<file path="config.mk">
export PLATFORM = sky130hd
export DESIGN_NAME = class_constant_pool_parser_unit
export DESIGN_NICKNAME = d
export VERILOG_FILES = /design/src/rtl/ccpp_pkg.sv /design/src/rtl/ccpp_parser.sv /design/src/rtl/ccpp_res_queue.sv /design/src/rtl/class_constant_pool_parser_unit.sv
export SDC_FILE = /design/constraint.sdc
export NUM_CORES = 1
export LEC_CHECK = 0
export BUFFER_PORTS_ARGS = -buffer_cell sky130_fd_sc_hd__buf_2
export CORE_ASPECT_RATIO = 1.2
export CORE_MARGIN = 4
export CORE_UTILIZATION = 50
export DETAILED_ROUTE_END_ITERATION = 10
export PLACE_DENSITY = 0.67
export SETUP_SLACK_MARGIN = 0.2
export SYNTH_ARGS = -nofsm -noshare
export SYNTH_HDL_FRONTEND = slang
export SYNTH_SLANG_ARGS = --single-unit
</file>
<file path="constraint.sdc">
create_clock -name clk -period 15.5 [get_ports clk]
set_clock_uncertainty 0.1 [all_clocks]
set_input_delay 2.325 -clock clk [delete_from_list [all_inputs] [get_ports clk]]
set_output_delay 2.325 -clock clk [all_outputs]
set_load 0.01 [all_outputs]
</file>
<file path="src/rtl/ccpp_pkg.sv">
// ----------------------------------------------------------------------------
// Constant pool parser package
// Result record, push bundle, tag codes and payload sizes shared by the
// parser core, the result queue and the top level.
// ----------------------------------------------------------------------------
package ccpp_pkg;

	localparam int QDEPTH   = 4;
	localparam int QPTR_W   = $clog2(QDEPTH);
	localparam int QCNT_W   = QPTR_W + 1;
	localparam int MAX_PUSH = 3;

	typedef enum logic [1:0] {
		KIND_SLOT  = 2'd0,
		KIND_TEXT  = 2'd1,
		KIND_END   = 2'd2,
		KIND_ERROR = 2'd3
	} kind_t;

	localparam logic [7:0] TAG_UTF8          = 8'd1;
	localparam logic [7:0] TAG_INTEGER       = 8'd3;
	localparam logic [7:0] TAG_FLOAT         = 8'd4;
	localparam logic [7:0] TAG_LONG          = 8'd5;
	localparam logic [7:0] TAG_DOUBLE        = 8'd6;
	localparam logic [7:0] TAG_CLASS         = 8'd7;
	localparam logic [7:0] TAG_STRING        = 8'd8;
	localparam logic [7:0] TAG_FIELDREF      = 8'd9;
	localparam logic [7:0] TAG_METHODREF     = 8'd10;
	localparam logic [7:0] TAG_IFMETHODREF   = 8'd11;
	localparam logic [7:0] TAG_NAMEANDTYPE   = 8'd12;
	localparam logic [7:0] TAG_METHODHANDLE  = 8'd15;
	localparam logic [7:0] TAG_METHODTYPE    = 8'd16;
	localparam logic [7:0] TAG_DYNAMIC       = 8'd17;
	localparam logic [7:0] TAG_INVOKEDYNAMIC = 8'd18;

	typedef struct packed {
		kind_t       kind;
		logic [15:0] slot_index;
		logic [7:0]  entry_tag;
		logic [15:0] first_index;
		logic [15:0] second_index;
		logic [63:0] raw_value;
		logic [3:0]  raw_count;
		logic [15:0] text_length;
		logic [7:0]  text_byte;
		logic        last;
	} result_t;

	typedef struct packed {
		logic [1:0]                cnt;
		result_t [MAX_PUSH-1:0]    res;
	} push_t;

	// Payload length in bytes; zero marks an unknown tag.
	function automatic logic [3:0] payload_size(input logic [7:0] tag);
		logic [3:0] sz;
		case (tag) inside
			TAG_UTF8, TAG_CLASS, TAG_METHODTYPE, TAG_STRING: sz = 4'd2;
			TAG_METHODHANDLE: sz = 4'd3;
			TAG_METHODREF, TAG_FIELDREF, TAG_NAMEANDTYPE, TAG_INTEGER,
			TAG_IFMETHODREF, TAG_DYNAMIC, TAG_INVOKEDYNAMIC, TAG_FLOAT: sz = 4'd4;
			TAG_LONG, TAG_DOUBLE: sz = 4'd8;
			default: sz = 4'd0;
		endcase
		return sz;
	endfunction

endpackage

</file>
<file path="src/rtl/ccpp_parser.sv">
// ----------------------------------------------------------------------------
// Constant pool parser core
// Registers one input beat, then decodes it against the parse state and
// hands up to three results to the result queue in the same cycle.
// ----------------------------------------------------------------------------
module ccpp_parser import ccpp_pkg::*; (
	input  logic        clk,
	input  logic        arst_n,
	input  logic        in_valid,
	output logic        in_stall,
	input  logic        mode,
	input  logic [7:0]  data_byte,
	input  logic [15:0] pool_entries,
	input  logic        space_ok,
	output push_t       push
);

	typedef enum logic [2:0] {
		PH_IDLE,
		PH_TAG,
		PH_PAYLOAD,
		PH_TEXT,
		PH_DONE,
		PH_ERROR
	} phase_t;

	logic        valid_s1;
	logic        mode_s1;
	logic [7:0]  data_s1;
	logic [15:0] entries_s1;

	phase_t      phase_q, phase_d;
	logic [15:0] cur_q, cur_d;
	logic [15:0] total_q, total_d;
	logic [7:0]  tag_q, tag_d;
	logic [15:0] left_q, left_d;
	logic [63:0] shift_q, shift_d;
	logic [15:0] tlen_q, tlen_d;

	logic        proc;
	logic [63:0] nshift;
	logic [15:0] left_dec;
	logic [3:0]  sz;
	logic        emit_rec;
	result_t     rec;
	logic        fin;
	logic        fin_w2;
	logic [16:0] cur_p1;
	logic [16:0] next_slot;
	logic        emit_fill;
	logic        emit_end;
	logic [15:0] end_slot;
	logic [1:0]  idx;

	assign proc     = valid_s1 && space_ok;
	assign in_stall = valid_s1 && !space_ok;

	// Input stage: take a new beat whenever the held one is consumed or empty.
	always_ff @(posedge clk or negedge arst_n) begin
		if (!arst_n) begin
			valid_s1 <= 1'b0;
		end else if (!in_stall) begin
			valid_s1 <= in_valid;
		end
	end

	always_ff @(posedge clk) begin
		if (in_valid && !in_stall) begin
			mode_s1    <= mode;
			data_s1    <= data_byte;
			entries_s1 <= pool_entries;
		end
	end

	assign nshift    = {shift_q[55:0], data_s1};
	assign left_dec  = left_q - 16'd1;
	assign sz        = payload_size(data_s1);
	assign cur_p1    = {1'b0, cur_q} + 17'd1;

	always_comb begin
		phase_d  = phase_q;
		cur_d    = cur_q;
		total_d  = total_q;
		tag_d    = tag_q;
		left_d   = left_q;
		shift_d  = shift_q;
		tlen_d   = tlen_q;
		emit_rec = 1'b0;
		rec      = '0;
		fin      = 1'b0;
		fin_w2   = 1'b0;
		emit_end = 1'b0;
		end_slot = total_q;
		if (proc) begin
			if (mode_s1) begin
				total_d  = entries_s1;
				cur_d    = 16'd1;
				tag_d    = '0;
				left_d   = '0;
				shift_d  = '0;
				tlen_d   = '0;
				end_slot = entries_s1;
				if (entries_s1 <= 16'd1) begin
					emit_end = 1'b1;
					phase_d  = PH_DONE;
				end else begin
					phase_d = PH_TAG;
				end
			end else begin
				case (phase_q)
					PH_TAG: begin
						if (sz == 4'd0) begin
							emit_rec       = 1'b1;
							rec.kind       = KIND_ERROR;
							rec.slot_index = cur_q;
							rec.entry_tag  = data_s1;
							phase_d        = PH_ERROR;
						end else begin
							tag_d   = data_s1;
							left_d  = {12'd0, sz};
							shift_d = '0;
							phase_d = PH_PAYLOAD;
						end
					end
					PH_PAYLOAD: begin
						shift_d = nshift;
						left_d  = left_dec;
						if (left_dec == 16'd0) begin
							emit_rec       = 1'b1;
							rec.kind       = KIND_SLOT;
							rec.slot_index = cur_q;
							rec.entry_tag  = tag_q;
							case (tag_q) inside
								TAG_UTF8: begin
									rec.text_length = nshift[15:0];
									tlen_d          = nshift[15:0];
									if (nshift[15:0] == 16'd0) begin
										fin = 1'b1;
									end else begin
										left_d  = nshift[15:0];
										phase_d = PH_TEXT;
									end
								end
								TAG_METHODREF, TAG_FIELDREF, TAG_NAMEANDTYPE: begin
									rec.first_index  = nshift[31:16];
									rec.second_index = nshift[15:0];
									fin              = 1'b1;
								end
								TAG_CLASS: begin
									rec.first_index = nshift[15:0];
									fin             = 1'b1;
								end
								TAG_LONG, TAG_DOUBLE: begin
									rec.raw_value = nshift;
									rec.raw_count = payload_size(tag_q);
									fin           = 1'b1;
									fin_w2        = 1'b1;
								end
								default: begin
									rec.raw_value = nshift;
									rec.raw_count = payload_size(tag_q);
									fin           = 1'b1;
								end
							endcase
						end
					end
					PH_TEXT: begin
						emit_rec        = 1'b1;
						rec.kind        = KIND_TEXT;
						rec.slot_index  = cur_q;
						rec.entry_tag   = tag_q;
						rec.text_length = tlen_q;
						rec.text_byte   = data_s1;
						left_d          = left_dec;
						if (left_dec == 16'd0) begin
							fin = 1'b1;
						end
					end
					default: begin
					end
				endcase
			end
		end

		// Close the slot: filler after a two-slot entry, pool end past the last.
		next_slot = {1'b0, cur_q} + (fin_w2 ? 17'd2 : 17'd1);
		emit_fill = fin && fin_w2 && (cur_p1 < {1'b0, total_q});
		if (fin) begin
			if (next_slot >= {1'b0, total_q}) begin
				emit_end = 1'b1;
				phase_d  = PH_DONE;
				cur_d    = total_q;
			end else begin
				cur_d   = next_slot[15:0];
				phase_d = PH_TAG;
			end
		end

		push = '0;
		idx  = 2'd0;
		if (emit_rec) begin
			push.res[idx] = rec;
			idx           = idx + 2'd1;
		end
		if (emit_fill) begin
			push.res[idx].kind       = KIND_SLOT;
			push.res[idx].slot_index = cur_p1[15:0];
			idx                      = idx + 2'd1;
		end
		if (emit_end) begin
			push.res[idx].kind       = KIND_END;
			push.res[idx].slot_index = end_slot;
			idx                      = idx + 2'd1;
		end
		if (idx != 2'd0) begin
			push.res[idx - 2'd1].last = 1'b1;
		end
		push.cnt = idx;
	end

	always_ff @(posedge clk or negedge arst_n) begin
		if (!arst_n) begin
			phase_q <= PH_IDLE;
			cur_q   <= '0;
			total_q <= '0;
			tag_q   <= '0;
			left_q  <= '0;
			shift_q <= '0;
			tlen_q  <= '0;
		end else begin
			phase_q <= phase_d;
			cur_q   <= cur_d;
			total_q <= total_d;
			tag_q   <= tag_d;
			left_q  <= left_d;
			shift_q <= shift_d;
			tlen_q  <= tlen_d;
		end
	end

	a_slot_in_pool: assert property (@(posedge clk) disable iff (!arst_n)
		(phase_q == PH_TAG) |-> (cur_q < total_q))
		else $error("tag phase with slot outside the pool");

	a_quiet_when_stopped: assert property (@(posedge clk) disable iff (!arst_n)
		(proc && !mode_s1 && (phase_q == PH_IDLE || phase_q == PH_DONE ||
			phase_q == PH_ERROR)) |-> (push.cnt == 2'd0))
		else $error("data beat produced results outside a pool");

	a_end_means_done: assert property (@(posedge clk) disable iff (!arst_n)
		(proc && emit_end) |=> (phase_q == PH_DONE))
		else $error("pool end emitted without entering done");

endmodule

</file>
<file path="src/rtl/ccpp_res_queue.sv">
// ----------------------------------------------------------------------------
// Result queue
// Small register queue that takes up to three results per cycle from the
// parser core and presents one result per beat on the output channel.
// ----------------------------------------------------------------------------
module ccpp_res_queue import ccpp_pkg::*; (
	input  logic    clk,
	input  logic    arst_n,
	input  push_t   push,
	output logic    space_ok,
	output logic    out_valid,
	input  logic    out_stall,
	output result_t head
);

	result_t           mem [QDEPTH];
	logic [QPTR_W-1:0] wr_ptr_q;
	logic [QPTR_W-1:0] rd_ptr_q;
	logic [QCNT_W-1:0] count_q;
	logic              pop;

	assign space_ok  = count_q <= QCNT_W'(QDEPTH - MAX_PUSH);
	assign out_valid = count_q != '0;
	assign pop       = out_valid && !out_stall;
	assign head      = mem[rd_ptr_q];

	always_ff @(posedge clk) begin
		for (int i = 0; i < MAX_PUSH; i++) begin
			if (2'(i) < push.cnt) begin
				mem[wr_ptr_q + QPTR_W'(i)] <= push.res[i];
			end
		end
	end

	always_ff @(posedge clk or negedge arst_n) begin
		if (!arst_n) begin
			wr_ptr_q <= '0;
			rd_ptr_q <= '0;
			count_q  <= '0;
		end else begin
			wr_ptr_q <= wr_ptr_q + QPTR_W'(push.cnt);
			if (pop) begin
				rd_ptr_q <= rd_ptr_q + QPTR_W'(1);
			end
			count_q <= count_q + QCNT_W'(push.cnt) - QCNT_W'(pop);
		end
	end

	a_no_overfill: assert property (@(posedge clk) disable iff (!arst_n)
		count_q <= QCNT_W'(QDEPTH))
		else $error("result queue overfilled");

	a_push_has_room: assert property (@(posedge clk) disable iff (!arst_n)
		(push.cnt != 2'd0) |-> space_ok)
		else $error("results pushed without room in the queue");

endmodule

</file>
<file path="src/rtl/class_constant_pool_parser_unit.sv">
// ----------------------------------------------------------------------------
// Class constant pool parser unit
// Parses a class-file constant pool one byte per beat into slot records,
// text bytes, pool end and error results.
// ----------------------------------------------------------------------------
// A start beat (mode 1) loads the pool entry count; each following data beat
// carries one pool byte. The unit takes one input beat per cycle as long as
// its four-entry result queue holds at most one result; an accepted beat
// waits in the input register and is decoded as soon as the queue has room;
// its results (up to three: slot record, filler after Long or Double, pool
// end) can be taken from the cycle after that. Results leave at one per
// cycle while the output does not stall, so the output port sets the rate:
// a beat that yields k results can hold the input while the queue drains.
module class_constant_pool_parser_unit import ccpp_pkg::*; (
	input  logic        clk,
	input  logic        arst_n,
	input  logic        in_valid,
	output logic        in_stall,
	input  logic        mode,
	input  logic [7:0]  data_byte,
	input  logic [15:0] pool_entries,
	output logic        out_valid,
	input  logic        out_stall,
	output logic [1:0]  kind,
	output logic [15:0] slot_index,
	output logic [7:0]  entry_tag,
	output logic [15:0] first_index,
	output logic [15:0] second_index,
	output logic [63:0] raw_value,
	output logic [3:0]  raw_count,
	output logic [15:0] text_length,
	output logic [7:0]  text_byte,
	output logic        last
);

	push_t   push;
	logic    space_ok;
	result_t head;

	ccpp_parser u_parser (
		.clk          (clk),
		.arst_n       (arst_n),
		.in_valid     (in_valid),
		.in_stall     (in_stall),
		.mode         (mode),
		.data_byte    (data_byte),
		.pool_entries (pool_entries),
		.space_ok     (space_ok),
		.push         (push)
	);

	ccpp_res_queue u_queue (
		.clk       (clk),
		.arst_n    (arst_n),
		.push      (push),
		.space_ok  (space_ok),
		.out_valid (out_valid),
		.out_stall (out_stall),
		.head      (head)
	);

	assign kind         = head.kind;
	assign slot_index   = head.slot_index;
	assign entry_tag    = head.entry_tag;
	assign first_index  = head.first_index;
	assign second_index = head.second_index;
	assign raw_value    = head.raw_value;
	assign raw_count    = head.raw_count;
	assign text_length  = head.text_length;
	assign text_byte    = head.text_byte;
	assign last         = head.last;

endmodule

</file>
==> results.json <==
{
  "status": "complete, no violations",
  "ir_drop_v": 0.000113,
  "path_clk_slew_ns": 0.06,
  "finalCriticalPeriod_ns": 9.59,
  "ys_warn_count": 0,
  "io_pins": 182,
  "cts_root_buffer": "clkbuf_16",
  "crit_path_end_kind": "flip-flop",
  "grt_pass1_vias": 24299,
  "initial_core_util_pct": 50.5,
  "diodes": 0,
  "placementRows": 108,
  "dr_total_vias": 24167,
  "drt-pass1-iter-count": 6,
  "syn_avg_cell_area_um2": 12.4,
  "hold_violations": 0,
  "yosysTopAreaCell": "edfxtp_1",
  "post_cts.repair.setup_buffers": 0,
  "nNetsFinal": 3103,
  "drc": 0,
  "dp.cells": 3882,
  "antenna_found_initial": 0,
  "antenna_left": 0,
  "synth_top_area_share_pct": 51.6,
  "ys_ff_latch": 768,
  "synth_fp_nets": 3018,
  "dieArea_mm2": 0.0776,
  "place_congestion": 0.930,
  "die_w_um": 255,
  "cp_top_family": "simple AND/OR/NAND/NOR gates",
  "ys_types": 72,
  "synth.most_common_cell": "edfxtp_1",
  "place_ws_ns": 5.98,
  "grt_pass1_wl_mm": 149,
  "n_fill_cell": 5874,
  "cp_slowest_cell": "nand2_4",
  "setup_tns_ns": 0,
  "synthTopCellsByArea": "edfxtp_1, dfrtp_1, mux4_2",
  "cts_buffer_depth": 3,
  "area_delta_synth_final_pct": 11.3,
  "drtIter0Drc": 2105,
  "crit_arrival_ns": 9.73,
  "crit_buf_inv": 3,
  "syn-cell-area_mm2": 0.0366,
  "setup_slack_ns": 5.91,
  "seq_area_mm2": 0.0224,
  "multi_input_area_mm2": 0.0131,
  "synth_ff_type": "edfxtp_1",
  "path_max_fanout": 64,
  "ys_seq_area_share_pct": 61.2,
  "cellLeakagePower_uw": 0.0164,
  "critPathLaunchType": "flip-flop",
  "routed_wl_mm": 98.3,
  "worst-setup-path-type": "reg -> reg",
  "hold_buffers": 0,
  "slowest_delay_ns": 0.82,
  "setup_viol": 0,
  "cpMostUsedCell": "ha_1",
  "async_reset_ff_share_pct": 18.1,
  "worst_pin_slew_ns": 1.27,
  "hp-class": "reg -> reg",
  "via_per_inst": 6.00,
  "rsz0062_at_grt": "false",
  "numCtsBuffers": 79,
  "power_density_mw_per_mm2": 149,
  "max-slew-margin-rel_pct": 15.2,
  "drive_above_1_share_pct": 17.2,
  "max_freq_ghz": 0.104,
  "cap_viol_max_count": 0,
  "cts_tree": "built",
  "period_share_pct": 61.8,
  "synth_edf_count": 629,
  "grt_max_degree": 152,
  "whs_ns": 0.392,
  "post_drt_wl_per_cell_um": 24.4,
  "place_hpwl_mm": 60.7,
  "fp.coreArea_mm2": 0.0724,
  "ys_top_cells_by_count": "edfxtp_1, nor2_1, nand2_1, mux2i_1, mux4_2",
  "synth_cells": 2943,
  "track_usage_pct": 25.2,
  "clkLatencyLatePin_ns": 0.65,
  "die_h_um": 304,
  "io_buffers": 181,
  "post_cts_resize_count": 0,
  "drv_slew": 0,
  "grt_remaining_overflow": 0,
  "stdcell_count": 4028,
  "cts_sinks": 768,
  "crit_required_ns": 15.65,
  "ctsHtreeMaxLevel": 3
}
==> layout by cell type, fill, tap and decap left out, types with 6 or more instances in the layout <==
cell,n
a22oi_1,34
ha_1,44
nand4_1,10
bufinv_16,6
nand3_1,67
nor4_1,11
nor2_1,601
a31oi_1,7
edfxtp_1,629
nand3b_1,8
clkinv_1,13
o21ai_0,120
xor2_1,18
nand2_1,330
inv_1,53
a21oi_1,103
and3_1,10
xnor2_1,23
nand2b_1,10
nor3_1,27
clkbuf_1,17
dfrtp_1,137
buf_4,45
and2_1,11
a21o_1,21
buf_2,180
clkbuf_16,79
clkinv_2,15
mux2i_1,166
or3_1,12
a22o_1,22
mux4_2,151
==> flip-flops by register name, indices dropped and copies added, names as in the netlist <==
signal               flops
u_queue.rd_ptr_q         2
u_queue.wr_ptr_q         2
u_parser.left_q         16
u_parser.entries_s1     16
u_parser.valid_s1        1
u_queue.mem            604
u_parser.mode_s1         1
u_parser.phase_q         3
u_parser.tlen_q         16
u_queue.count_q          3
u_parser.data_s1         8
u_parser.total_q        16
u_parser.cur_q          16
u_parser.shift_q        56
u_parser.tag_q           8
==> worst paths after layout <==
path                                 startpoint              endpoint  slack (ns)  cells past startpoint
max                          u_parser.left_q[0]     u_queue.mem[2][9]        5.91                     26
min                        u_parser.shift_q[55]  u_parser.shift_q[55]        0.39                      2
max reg2reg                  u_parser.left_q[0]     u_queue.mem[2][9]        5.91                     26
min reg2reg                u_parser.shift_q[55]  u_parser.shift_q[55]        0.39                      2
max in group asynchronous                arst_n  u_parser.shift_q[28]       12.22                      2
min in group asynchronous                arst_n   u_queue.rd_ptr_q[0]        1.55                      1
==> worst register-to-register path, delay by kind of cell, from the launching register on <==
kind,cells,cell delay (ns)
AOI/OAI and AO/OA,5,2.10
xor gates and xnor gates,2,0.37
adders and majority gates,4,1.43
buffers and inverters,3,1.29
DFF,1,0.46
and+or+nand+nor,12,3.39
==> per-layer routing <==
| metal | GRT usage [%] | routed length, µm |
|---|---|---|
| met1 | 31.7 | 36600 |
| met3 | 3.38 | 5860 |
| met2 | 43.9 | 51500 |
| met4 | 10.3 | 4370 |
| met5 | 0 | 0 |
==> cell families after synthesis <==
group / after synthesis / synth area share, %
AND/OR/NAND/NOR: 1135 / 12.9
flip-flops: 768 / 61.2
AO/OA/AOI/OAI: 357 / 6.03
multiplexers: 319 / 13.9
buffers and inverters: 277 / 3.42
adder cells (fa/ha/maj): 46 / 1.61
XOR/XNOR: 41 / 0.982
==> per-stage QoR <==
stage	cell area [µm²]	utilization, %	total power (µW)
after detailed placement	38100	52.6	4230
after global routing	40700	56.2	6330
final	40700	56.2	6050
after global placement	38100	52.6	4220
after floorplan	36600	-	3620
after CTS	40700	56.2	6120
==> area by class of cell <==
type | instances | area share (%)
Multi-Input combinational cell | 1898 | 32.1
Inverter | 53 | 0.489
Timing Repair Buffer | 228 | 3.17
Clock buffer | 100 | 5.15
Clock inverter | 46 | 1.20
Tap cell | 935 | 2.87
Sequential cell | 768 | 55.0
==> power breakdown <==
part	leakage (µW)	internal, µW	switching (µW)
clock network	0.00126	1070	815
logic	0.00781	666	972
registers	0.00737	2380	146
Note: power is estimated with default switching activity, not from simulation.
